File: src/rtl/core/lgrs_pkg.sv
// Package: shared types and constants for the Life generation row stream.
`default_nettype none

package lgrs_pkg;

    localparam int ROW_W = 64;

    // Rule B3/S23 neighbor counts
    localparam logic [3:0] BIRTH_COUNT   = 4'd3;
    localparam logic [3:0] SURVIVE_COUNT = 4'd2;

    typedef enum logic [1:0] {
        FILL_EMPTY,
        FILL_ONE,
        FILL_FULL
    } t_fill;

    typedef struct packed {
        logic [ROW_W-1:0] next_cells;
        logic             grid_done;
    } t_out_item;

    // Up to two results per accepted row; push1 only ever with push0.
    typedef struct packed {
        logic      push0;
        logic      push1;
        t_out_item item0;
        t_out_item item1;
    } t_push;

endpackage

`default_nettype wire

File: src/rtl/core/lgrs_ifs.sv
// Interfaces: row input channel and next-generation output channel.
`default_nettype none

interface lgrs_row_if import lgrs_pkg::*; ();
    logic             valid;
    logic             ready;
    logic [ROW_W-1:0] row_cells;
    logic             final_row;

    modport source (output valid, output row_cells, output final_row, input ready);
    modport sink   (input valid, input row_cells, input final_row, output ready);
endinterface

interface lgrs_next_if import lgrs_pkg::*; ();
    logic             valid;
    logic             ready;
    logic [ROW_W-1:0] next_cells;
    logic             grid_done;

    modport source (output valid, output next_cells, output grid_done, input ready);
    modport sink   (input valid, input next_cells, input grid_done, output ready);
endinterface

`default_nettype wire

File: src/rtl/core/lgrs_lane.sv
// Lane: B3/S23 rule for one cell from its 3x3 neighborhood.
`default_nettype none

module lgrs_lane import lgrs_pkg::*; (
    input  logic [2:0] i_above,
    input  logic [2:0] i_mid,
    input  logic [2:0] i_below,
    output logic       o_alive
);

    logic [3:0] nbr_cnt;

    assign nbr_cnt = 4'(i_above[0]) + 4'(i_above[1]) + 4'(i_above[2])
                   + 4'(i_mid[0])   + 4'(i_mid[2])
                   + 4'(i_below[0]) + 4'(i_below[1]) + 4'(i_below[2]);

    assign o_alive = (nbr_cnt == BIRTH_COUNT) || (i_mid[1] && (nbr_cnt == SURVIVE_COUNT));

endmodule

`default_nettype wire

File: src/rtl/core/lgrs_merge.sv
// Merge: assembles the lane results into a row, border columns pass through.
`default_nettype none

module lgrs_merge import lgrs_pkg::*; #(
    parameter int GRID_SIZE = 64
) (
    input  logic [ROW_W-1:0] i_lane,
    input  logic [ROW_W-1:0] i_mid,
    input  logic             i_top_pass,
    output logic [ROW_W-1:0] o_row
);

    logic [ROW_W-1:0] stencil_row;

    // i_mid is already masked to the grid width
    always_comb begin
        for (int j = 0; j < ROW_W; j++) begin
            if (j >= 1 && j <= GRID_SIZE - 2) begin
                stencil_row[j] = i_lane[j];
            end else begin
                stencil_row[j] = i_mid[j];
            end
        end
    end

    // top row goes out unchanged
    assign o_row = i_top_pass ? i_mid : stencil_row;

endmodule

`default_nettype wire

File: src/rtl/core/lgrs_outq.sv
// Output queue: three-entry FIFO taking up to two items per cycle.
`default_nettype none

module lgrs_outq import lgrs_pkg::*; (
    input  logic        i_clk,
    input  logic        i_rst_n,
    input  t_push       i_push,
    output logic        o_room,
    output logic        o_valid,
    input  logic        i_ready,
    output t_out_item   o_item
);

    localparam int DEPTH = 3;

    t_out_item  r_q [DEPTH];
    logic [1:0] r_rd, n_rd;
    logic [1:0] r_wr, n_wr;
    logic [1:0] r_cnt, n_cnt;
    logic [1:0] wr_next;
    logic       pop;

    function automatic logic [1:0] inc3(input logic [1:0] p);
        return (p == 2'(DEPTH - 1)) ? 2'd0 : p + 2'd1;
    endfunction

    assign o_valid = (r_cnt != 2'd0);
    assign o_room  = (r_cnt <= 2'd1);
    assign o_item  = r_q[r_rd];
    assign pop     = o_valid && i_ready;
    assign wr_next = inc3(r_wr);

    always_comb begin
        n_rd  = pop ? inc3(r_rd) : r_rd;
        n_wr  = r_wr;
        n_cnt = r_cnt - 2'(pop);
        if (i_push.push0 && i_push.push1) begin
            n_wr  = inc3(wr_next);
            n_cnt = n_cnt + 2'd2;
        end else if (i_push.push0) begin
            n_wr  = wr_next;
            n_cnt = n_cnt + 2'd1;
        end
    end

    always_ff @(posedge i_clk) begin
        if (!i_rst_n) begin
            r_rd  <= 2'd0;
            r_wr  <= 2'd0;
            r_cnt <= 2'd0;
        end else begin
            r_rd  <= n_rd;
            r_wr  <= n_wr;
            r_cnt <= n_cnt;
        end
    end

    always_ff @(posedge i_clk) begin
        if (i_push.push0) begin
            r_q[r_wr] <= i_push.item0;
        end
        if (i_push.push1) begin
            r_q[wr_next] <= i_push.item1;
        end
    end

endmodule

`default_nettype wire

File: src/rtl/core/life_generation_row_stream.sv
// Top level: row-streamed Conway Life generation step (B3/S23).
//
//  channel  | dir | payload                      | accepted when
//  ---------+-----+------------------------------+-------------------
//  i_row    | in  | row_cells[63:0], final_row   | valid && ready
//  o_next   | out | next_cells[63:0], grid_done  | valid && ready
//
// One row per clock sustained while i_row.ready is high: all cells of a row
// are evaluated by parallel lanes in the accept cycle and written to a
// three-entry output FIFO. A final row queues two items, or one if it is
// the first row of a grid. i_row.ready drops only while two or more items
// wait. Synchronous active-low reset empties line buffers and the FIFO.
`default_nettype none

module life_generation_row_stream import lgrs_pkg::*; #(
    parameter int GRID_SIZE = 64
) (
    input  logic        i_clk,
    input  logic        i_rst_n,
    lgrs_row_if.sink    i_row,
    lgrs_next_if.source o_next
);

    localparam logic [ROW_W-1:0] COL_MASK =
        (GRID_SIZE >= ROW_W) ? {ROW_W{1'b1}} : ((ROW_W'(1) << GRID_SIZE) - ROW_W'(1));

    logic [ROW_W-1:0] r_older, n_older;
    logic [ROW_W-1:0] r_newer, n_newer;
    t_fill            r_fill, n_fill;

    logic [ROW_W-1:0] row;
    logic [ROW_W-1:0] lane_vec;
    logic [ROW_W-1:0] merged_row;
    logic             accept;
    logic             room;
    t_push            push;
    t_out_item        q_item;

    assign row    = i_row.row_cells & COL_MASK;
    assign accept = i_row.valid && room;
    assign i_row.ready = room;

    // Lanes: one per inner column, the rest unused
    genvar j;
    generate
        for (j = 0; j < ROW_W; j++) begin : g_lane
            if (j >= 1 && j <= GRID_SIZE - 2) begin : g_inner
                lgrs_lane u_lane (
                    .i_above (r_older[j+1:j-1]),
                    .i_mid   (r_newer[j+1:j-1]),
                    .i_below (row[j+1:j-1]),
                    .o_alive (lane_vec[j])
                );
            end else begin : g_edge
                assign lane_vec[j] = 1'b0;
            end
        end
    endgenerate

    lgrs_merge #(
        .GRID_SIZE (GRID_SIZE)
    ) u_merge (
        .i_lane     (lane_vec),
        .i_mid      (r_newer),
        .i_top_pass (r_fill == FILL_ONE),
        .o_row      (merged_row)
    );

    // Next state of line buffers and fill level
    always_comb begin
        n_older = r_older;
        n_newer = r_newer;
        n_fill  = r_fill;
        if (accept) begin
            if (i_row.final_row) begin
                n_older = '0;
                n_newer = '0;
                n_fill  = FILL_EMPTY;
            end else begin
                n_older = r_newer;
                n_newer = row;
                n_fill  = (r_fill == FILL_EMPTY) ? FILL_ONE : FILL_FULL;
            end
        end
    end

    // Results released by the accepted row
    always_comb begin
        push.push0 = 1'b0;
        push.push1 = 1'b0;
        push.item0 = '{next_cells: merged_row, grid_done: 1'b0};
        push.item1 = '{next_cells: row, grid_done: 1'b1};
        if (accept) begin
            unique case (r_fill)
                FILL_EMPTY: begin
                    if (i_row.final_row) begin
                        push.push0 = 1'b1;
                        push.item0 = '{next_cells: row, grid_done: 1'b1};
                    end
                end
                FILL_ONE, FILL_FULL: begin
                    push.push0 = 1'b1;
                    push.push1 = i_row.final_row;
                end
                default: begin
                    push.push0 = 1'b0;
                end
            endcase
        end
    end

    always_ff @(posedge i_clk) begin
        if (!i_rst_n) begin
            r_older <= '0;
            r_newer <= '0;
            r_fill  <= FILL_EMPTY;
        end else begin
            r_older <= n_older;
            r_newer <= n_newer;
            r_fill  <= n_fill;
        end
    end

    lgrs_outq u_outq (
        .i_clk   (i_clk),
        .i_rst_n (i_rst_n),
        .i_push  (push),
        .o_room  (room),
        .o_valid (o_next.valid),
        .i_ready (o_next.ready),
        .o_item  (q_item)
    );

    assign o_next.next_cells = q_item.next_cells;
    assign o_next.grid_done  = q_item.grid_done;

endmodule

`default_nettype wire

File: src/flat_wrapper.sv
// flat-port wrapper written by rule: the top's interface ports become plain ports
module life_generation_row_stream_flat import lgrs_pkg::*;
#(
    parameter int GRID_SIZE = 64
)
  (i_clk, i_rst_n, i_row_valid, i_row_row_cells, i_row_final_row, i_row_ready, o_next_valid, o_next_next_cells, o_next_grid_done, o_next_ready);
  lgrs_row_if i_row_i ();
  lgrs_next_if o_next_i ();
  input  logic i_clk;
  input  logic i_rst_n;
  input wire logic [$bits(i_row_i.valid)-1:0] i_row_valid;
  input wire logic [$bits(i_row_i.row_cells)-1:0] i_row_row_cells;
  input wire logic [$bits(i_row_i.final_row)-1:0] i_row_final_row;
  output wire logic [$bits(i_row_i.ready)-1:0] i_row_ready;
  output wire logic [$bits(o_next_i.valid)-1:0] o_next_valid;
  output wire logic [$bits(o_next_i.next_cells)-1:0] o_next_next_cells;
  output wire logic [$bits(o_next_i.grid_done)-1:0] o_next_grid_done;
  input wire logic [$bits(o_next_i.ready)-1:0] o_next_ready;
  assign i_row_i.valid = i_row_valid;
  assign i_row_i.row_cells = i_row_row_cells;
  assign i_row_i.final_row = i_row_final_row;
  assign i_row_ready = i_row_i.ready;
  assign o_next_valid = o_next_i.valid;
  assign o_next_next_cells = o_next_i.next_cells;
  assign o_next_grid_done = o_next_i.grid_done;
  assign o_next_i.ready = o_next_ready;
  life_generation_row_stream #(.GRID_SIZE(GRID_SIZE)) u_core (.i_clk(i_clk), .i_rst_n(i_rst_n), .i_row(i_row_i), .o_next(o_next_i));
endmodule
File: config.mk
export PLATFORM = sky130hd
export DESIGN_NAME = life_generation_row_stream_flat
export DESIGN_NICKNAME = d
export VERILOG_FILES = /design/src/rtl/core/lgrs_pkg.sv /design/src/rtl/core/lgrs_ifs.sv /design/src/rtl/core/lgrs_lane.sv /design/src/rtl/core/lgrs_merge.sv /design/src/rtl/core/lgrs_outq.sv /design/src/rtl/core/life_generation_row_stream.sv /design/src/flat_wrapper.sv
export SDC_FILE = /design/constraint.sdc
export NUM_CORES = 1
export LEC_CHECK = 0
export BUFFER_PORTS_ARGS = -buffer_cell sky130_fd_sc_hd__buf_2
export CAP_MARGIN = 20
export CORE_UTILIZATION = 65
export CTS_CLUSTER_SIZE = 16
export DETAILED_ROUTE_END_ITERATION = 7
export GPL_ROUTABILITY_DRIVEN = 0
export HOLD_SLACK_MARGIN = 0.1
export PLACE_DENSITY = 0.92
export SYNTH_ARGS = -nofsm -noshare
export SYNTH_HDL_FRONTEND = slang
export SYNTH_SLANG_ARGS = --single-unit
export TNS_END_PERCENT = 100
File: constraint.sdc
create_clock -name i_clk -period 7.25 [get_ports i_clk]
set_input_delay 0.725 -clock i_clk [delete_from_list [all_inputs] [get_ports i_clk]]
set_output_delay 0.725 -clock i_clk [all_outputs]
set_load 0.02 [all_outputs]
Word level (Yosys, flattened, before mapping)
Memories as Yosys holds them, arrays and structs flattened. A register that Yosys moved wholly into a read port is not among the register bits.
Index checks and enable logic that the tools add are counted.
Widths: inputs -> output; s select.
{"block": "classes", "n_eq_ne": 129, "muxes": 24, "addsub": 440, "order_cmp": 1, "reduce_logical": 131}
{"operator": "$add 4x1->4", "n": 372}
{"operator": "$eq 4x2->1 const B", "n": 124}
{"operator": "$mux 65", "n": 2}
{"operator": "$mux 64", "n": 2}
{"operator": "$add 1x1->2", "n": 62}
{"operator": "$mux 67", "n": 1}
{"operator": "$logic_and 1x1->1", "n": 65}
{"operator": "$mux 63", "n": 1}
{"operator": "$logic_or 1x1->1", "n": 62}
{"operator": "$mux 2", "n": 11}
{"operator": "$add 2x1->2 const B", "n": 4}
{"operator": "$eq 2x2->1 const B", "n": 4}
{"operator": "$mux 1", "n": 6}
{"operator": "$reduce_bool 2->1", "n": 2}
{"operator": "$add 2x2->2 const B", "n": 1}
{"operator": "$eq 2x1->1 const B", "n": 1}
{"operator": "$le 2x1->1 const B", "n": 1}
{"operator": "$logic_not 2->1", "n": 1}
{"operator": "$pmux 1 s2", "n": 1}
{"operator": "$reduce_or 2->1", "n": 1}
{"operator": "$sub 2x1->2", "n": 1}
{"block": "word_totals", "regBits": 136, "mem_count": 1, "input_bits": 69, "elab_cells": 732, "mem_bits_rw": 195, "output_inout_bits": 67}
{"name": "u_core.u_outq.r_q", "words": 3, "width": 65, "rd": 1, "rd_ports_with_merged_regs": 1, "wr": 2, "line_no": "lgrs_outq.sv:16", "text": "t_out_item r_q [DEPTH];"}

Longest topological paths before layout
Gate-level depths: netlist of run 1.
{"block": "logic_depth", "word_depth": 16, "mapped_depth": 12, "depth_no_buf": 12}

Modules after synthesis
Synthesis of run 1 repeated with hierarchy kept, for this count alone.
{"block": "unflattened", "cells_unflattened": 2369, "hier_area_um2": 28672.5}
{"mod": "lgrs_outq", "seq_area_each_um2": 6015.8, "area_per_inst_um2": 10312.4, "cells_each": 676, "instances": 1}
{"mod": "lgrs_lane at u_core.g_lane[10].g_inner.u_lane ...", "seq_area_each_um2": 0.0, "area_per_inst_um2": 163.9, "cells_each": 15, "instances": 61}
{"mod": "life_generation_row_stream", "seq_area_each_um2": 2602.5, "area_per_inst_um2": 7129.3, "cells_each": 691, "instances": 1}
{"mod": "lgrs_merge", "seq_area_each_um2": 0.0, "area_per_inst_um2": 1069.8, "cells_each": 71, "instances": 1}
{"mod": "lgrs_lane at u_core.g_lane[7].g_inner.u_lane", "seq_area_each_um2": 0.0, "area_per_inst_um2": 162.7, "cells_each": 16, "instances": 1}

Least setup slack after synthesis of run 1
Ideal clock, no wire load.
{"block": "synth_path", "path_kind": "input port to flip-flop", "start": "input i_row_valid", "end": "memory u_core.u_outq.r_q[1][10] (netlist name), enable pin", "setup_ns": 0.486, "t_required_ns": 6.764, "setup_slack_ns": 2.671, "arrival_ns": 4.093, "n_path_buf": 0, "cell_stages": 4, "path_cell_list": "or3b_1 -> nor2_1 -> a21oi_1 -> nor2_1"}
{"element": "from (decl)", "line_no": "flat_wrapper.sv:11", "text": "input wire logic [$bits(i_row_i.valid)-1:0] i_row_valid;"}
{"element": "to (decl)", "line_no": "lgrs_outq.sv:16"}

==> run summary, run 1 <==
PortBufs -> 135
First-pass GRT wire length -> 112,000 um
Final Max Slew Viols -> 0
Initial antenna violation count -> 7
DRT iter0 DRCs -> 2,169
Die width -> 204 um
Number of global-route vias before repair -> 22,800
Placed cell areas -> 0.0273 mm2
Startpoint types -> register
Setup ws final -> 3.12 ns
Drt wl/cell -> 21.1 um
Worst-Skew Late Latency -> 0.56 ns
Register area share after synthesis -> 0.325
FP Rows -> 73
Fin. Hold Viols -> 0
Share of cells above drive strength 1 -> 0.0874
WS Path Type -> reg -> reg
Lkg Pwr -> 12.1 nW
Synth Register Bits -> 333
Max_cap viols -> 0
Unrepaired setup endpoints after global routing -> no
Final Instance Area -> 0.0286 mm2
Worst Hold Path Cells -> 1
Post-synth ARST share -> 0
Slew HR -> 0.209
Post-synthesis cell count -> 2,688
Reg clk slew, reported paths -> 0.06 ns
Share of the core filled with cells -> 0.716
Io pins -> 136
DP Wirelength -> 45,300 um
EDFF count, synth -> 192
CTS tree -> done
Power per cell area -> 227 mW/mm2
Maximum fanout along the worst path -> 3
WP data required -> 7.65 ns
Maximum vdd drop -> 0.000135 V
Syn Nets -> 3,195
Total GRT Usage -> 0.339
Main combinational cell family by area after synthesis -> adder cells
Measured slew at the worst slew-check pin -> 1.19 ns
Pre-CTS WS -> 2.83 ns
Final nets -> 3,248
Max Root-Sink Buffers -> 3
CTS HTree Levels -> 2
Overall Power -> 6.48 mW
Vias -> 21,200
Layout area overhead -> 7.97%
Worst Reg-to-Reg Cells -> 12
Simple-gate portion of the synthesized area -> 0.117
Die H -> 204 um
Status -> finished with violations
Pin count of the biggest net entering global routing -> 78
Setup repair bufs after CTS -> 0
Hold_buf cts -> 0
Synthesis warning total -> 0
Mean Syn Cell Area -> 9.84 um2
Post-CTS Resized -> 0
Antenna-violating nets left -> 0
Failing checks -> DRC
Prevailing post-synth register cell -> edfxtp_1
Clk sinks -> 333
Hold Path Class -> reg -> reg
Critical path arrival -> 4.54 ns
Core ar. -> 0.0399 mm2
CP endpoint kind -> register
Die ar. -> 0.0415 mm2
Final WL -> 69,600 um
Root buffer cell -> clkbuf_16
Initial Utilization -> 0.663
Complex-gate fraction of the synthesized area -> 0.148
Drt first pass iters -> 8
Multiplexer share of the synthesized area -> 0.0246
# DRC -> 1
Max Fclk -> 242 MHz
Fin crit share -> 0.570
GRT Residual Overflow -> 0
Setup TNS -> 0 ns
Vias per cell -> 6.41
Post-Syn Area -> 0.0265 mm2
Setup Viol. Count Final -> 0
CTS Buf Count -> 38
Final min period -> 4.13 ns
XOR/XNOR share of the synthesized area -> 0.000662
Worst Skew -> 0.0238 ns
Synth unique cells -> 51
Synth Area in Adders -> 0.277
## power breakdown
group          switching, mW  internal (mW)  total (mW)
Combinational           1.47          0.810        2.28
Sequential             0.125           2.17        2.30
Clock                  0.806           1.10        1.90
Total                   2.40           4.08        6.48
## layout make-up
type,count,area (um2)
clock buffer,52,1060
multi-input combinational,1643,15100
tap,525,657
antenna,6,15.0
timing repair buffer,156,878
clock inverter,17,135
inverter,569,2140
sequential,333,8600
fill,2500,11300
## path summary, 6_finish.rpt
kind                           start  slack (ns)                       end
max reg2reg       u_core.r_older[37]        3.12  u_core.u_outq.r_q[2][38]
max               u_core.r_older[37]        3.12  u_core.u_outq.r_q[2][38]
min          u_core.u_outq.r_q[0][0]        0.45   u_core.u_outq.r_q[0][0]
min reg2reg  u_core.u_outq.r_q[0][0]        0.45   u_core.u_outq.r_q[0][0]
## logic make-up (layout without fill, tap and decap cells)
group	Yosys count	in the layout
simple gates	611	611
compound gates	527	527
mux	65	65
other cells	0	6
fa+ha+maj	438	438
xor+xnor	2	2
flops	333	333
buf+inv	712	794
## Yosys cell counts (all sizes together), types with 76 or more instances
master | n | area (um2)
a22o | 186 | 1630
buf | 76 | 469
dfxtp | 141 | 2820
edfxtp | 192 | 5770
fa | 248 | 4960
ha | 190 | 2380
inv | 568 | 2130
nand2 | 140 | 528
nor2 | 173 | 649
nor3 | 194 | 1060
o21a | 124 | 931
## flip-flops by register name (all words and copies together), names as in the netlist, named ones only
name	count
u_core.u_outq.r_q	195
u_core.u_outq.r_cnt	2
u_core.r_older	64
u_core.u_outq.r_wr	2
u_core.r_fill	2
u_core.r_newer	64
u_core.u_outq.r_rd	2
## layout by cell type (no fill, tap or decap), types with 4 or more instances in the layout
master,Yosys,final
o21ai_0,67,67
a221oi_1,45,45
edfxtp_1,192,192
fa_1,248,248
nor2b_1,4,4
mux2i_1,65,65
a32o_1,6,6
clkbuf_8,0,4
a22o_1,186,186
dfxtp_1,141,139
nor4b_1,62,62
nor3b_1,18,18
ha_1,190,189
nor2_1,173,172
nor3_2,13,13
o21a_1,124,124
buf_2,48,133
clkbuf_16,0,39
diode_2,0,6
a211oi_1,17,17
nand2_1,139,137
nand3_1,5,5
nor3_1,179,178
a21oi_1,69,69
inv_1,566,566
clkinv_1,1,6
buf_4,9,21
clkbuf_1,67,9
clkinv_2,0,8
## metrics by stage
stage                     std cells  hold WS [ns]
after floorplan                2688         0.425
after global placement         3224         0.440
after detailed placement       3224         0.440
after CTS                      3293         0.454
after global routing           3300         0.469
final                          3301         0.453
## worst max-delay path, stage by stage, from the launching register on
cell and delay [ns]:
dfxtp_1 0.35, ha_1 0.30, inv_1 0.08, fa_1 0.45, fa_1 0.55, inv_1 0.05
fa_1 0.42, inv_1 0.08, fa_1 0.45, nor4b_1 0.54, a211oi_1 0.14, nor3_1 0.36
a22o_1 0.21
## layer usage
layer | GRT usage | vias up | part of all wire | wire length, um
li1 | - | 9194 | - | -
met1 | 0.398 | 10400 | 0.36 | 25300
met4 | 0.205 | 4 | 0.051 | 3560
met2 | 0.575 | 1211 | 0.49 | 34100
met5 | 0 | - | 0.00037 | 26
met3 | 0.0662 | 325 | 0.094 | 6550
Note: power is estimated with default switching activity, not from simulation.
==> inputs of run 2 (changes only) <==
Settings changed: CORE_UTILIZATION 65 to 57, PLACE_DENSITY 0.92 to 0.86.
Clock period 7.25 ns to 3.64 ns, I/O delays scaled along.
==> run 2 against run 1 <==
The run ends with setup timing left. Cell count up 5.1%. Clock skew down 0.0018 ns. Register-to-register slack worse by 3.3 ns. Sequential power up 99%. Die area up 14%. Worst hold slack worse by 0.27 ns. Global-route usage down 2.5 points. Critical path type unchanged. Critical endpoint is now u_core.u_outq.r_q[2][23].
==> run summary, run 2 (same netlist as run 1, synthesis figures left out) <==
Hold Startpoint -> i_row_row_cells[0]
Switching power -> 5.11 mW
Most frequent cells in the layout -> inv_1 (528), fa_1 (228), edfxtp_1 (192)
Root buffer cell -> clkbuf_16
DP Wirelength -> 47,200 um
Reg clk slew, reported paths -> 0.06 ns
Number of global-route vias before repair -> 23,400
Hold_buf cts -> 0
Finished Layout Cells -> 3,469
Final nets -> 3,345
Max_cap viols -> 0
Power per cell area -> 448 mW/mm2
Max reg flops -> 195
Worst Skew -> 0.0220 ns
Maximum fanout along the worst path -> 3
Lkg Pwr -> 12.7 nW
Initial Utilization -> 0.581
Final Instance Area -> 0.0305 mm2
Worst Reg-to-Reg Cells -> 12
Final min period -> 3.83 ns
Fin crit share -> 1.05
CP endpoint kind -> register
Drt first pass iters -> 8
Vias per cell -> 6.30
PortBufs -> 135
Fin. Hold Viols -> 0
Crit path max-delay family -> adder cells
Sw Share -> 0.373
CTS tree -> done
DRT iter0 DRCs -> 2,380
Share of cells above drive strength 1 -> 0.196
Vias -> 21,900
Internal power -> 8.58 mW
Cell Chain, Critical Path -> ha_1 > inv_1 > fa_1 > fa_1 > inv_1 > fa_1 > inv_1 > fa_1 > nor4b_4 > a211oi_1 > nor3_2 > a22o_1
Pin count of the biggest net entering global routing -> 107
Total GRT Usage -> 0.314
First-pass GRT wire length -> 117,000 um
DP Cell Count -> 3,388
WS Path Type -> reg -> reg
Sequential Power Share -> 0.335
Most common cell after layout, fill and taps aside -> inv_1
Top Registers -> u_core.u_outq.r_q x195, u_core.r_newer x64, u_core.r_older x64
Placed cell areas -> 0.0282 mm2
Setup TNS -> -6.96 ns
FF-to-FF setup slack -> -0.19 ns
Pre-CTS WS -> -0.356 ns
Worst-Skew Late Latency -> 0.55 ns
Startpoint types -> register
Layout area overhead -> 15.3%
GRT Residual Overflow -> 0
Max Root-Sink Buffers -> 3
Worst path bufs/invs -> 3
Initial antenna violation count -> 6
Clk sinks -> 333
Measured slew at the worst slew-check pin -> 1.17 ns
CTS HTree Levels -> 2
Final Max Slew Viols -> 0
Setup Viol. Count Final -> 99
Final WL -> 75,300 um
WP depth -> 12
Worst setup path start -> u_core.r_older[22]
Slowest CP cell -> fa_1
Die ar. -> 0.0473 mm2
Die width -> 217 um
Fillers -> 3,034
Maximum vdd drop -> 0.000350 V
Hold Path Class -> in -> reg
FP Rows -> 78
WP data required -> 4.05 ns
Status -> finished with violations
End of the worst hold path -> u_core.u_outq.r_q[0][1]
Critical R2R Launch -> u_core.r_older[22]
Io pins -> 136
Biggest register -> u_core.u_outq.r_q
Critical path arrival -> 4.24 ns
Die H -> 217 um
Unrepaired setup endpoints after global routing -> yes
Setup ws final -> -0.191 ns
Core ar. -> 0.0456 mm2
Crit path top cell by count -> fa_1
Worst path max stage delay -> 0.50 ns
Antenna-violating nets left -> 0
Failing checks -> setup timing
Worst Hold Path Cells -> 2
Slew HR -> 0.220
# DRC -> 0
Drt wl/cell -> 21.7 um
Comb pwr share -> 0.372
Clock power frac -> 0.293
R2R Path End -> u_core.u_outq.r_q[2][23]
Max Fclk -> 261 MHz
Overall Power -> 13.7 mW
CTS Buf Count -> 37
## run 2: cell count changes in the layout (fill, tap and decap cells not counted), sizes merged
cell and change:
buf +98, bufinv +3, clkbuf -5, clkinv -1, clkinvlp +1, diode -4, inv +1
## run 2: area by class of cell
| cell class | count | area, um2 | share of cell area |
|---|---|---|---|
| Inverter | 569 | 2140 | 0.0700 |
| Clock inverter | 21 | 240 | 0.00787 |
| Sequential cell | 333 | 8670 | 0.284 |
| Multi-Input combinational cell | 1643 | 16000 | 0.524 |
| Clock buffer | 47 | 1040 | 0.0339 |
| Antenna cell | 2 | 5.00 | 0.000164 |
| Tap cell | 600 | 751 | 0.0246 |
| Timing Repair Buffer | 254 | 1700 | 0.0557 |
## run 2: through the flow
stage,hold WS [ns],util
floorplan,0.425,-
global placement,0.443,0.618
detailed placement,0.449,0.618
CTS,0.173,0.661
global route,0.208,0.670
finish,0.183,0.670
## run 2: how the worst max path moves through the flow
stage,end,slack (ns)
after CTS,u_core.u_outq.r_q[1][40],-0.16
final,u_core.u_outq.r_q[2][23],-0.19
after global routing,u_core.u_outq.r_q[1][39],-0.28
after detailed placement,u_core.u_outq.r_q[1][56],-0.36
after floorplan,u_core.u_outq.r_q[1][54],0.12
after global placement,u_core.u_outq.r_q[2][41],-0.20
## run 2: metal layers
layer / vias to the layer above / share of wire / GRT usage
met5: - / 0.00069 / 0
met4: 8 / 0.059 / 0.182
met3: 430 / 0.096 / 0.0522
met2: 1385 / 0.49 / 0.542
met1: 10600 / 0.35 / 0.368
li1: 9411 / - / -
## run 2: power groups by stage
stage          Combinational, mW  Sequential [mW]  Clock, mW
2_1_floorplan               3.23             4.51          0
6_report                    5.10             4.58       4.01
4_1_cts                     4.81             4.58       3.99
3_3_place_gp                4.25             4.64          0
3_5_place_dp                4.55             4.66          0
5_1_grt                     5.52             4.60       4.16
## run 2: what timing repair did
item,CTS,global route
endpoints found under the setup margin,177,186
resized for setup,133,104
pin swaps,106,95
buffers inserted,5,5
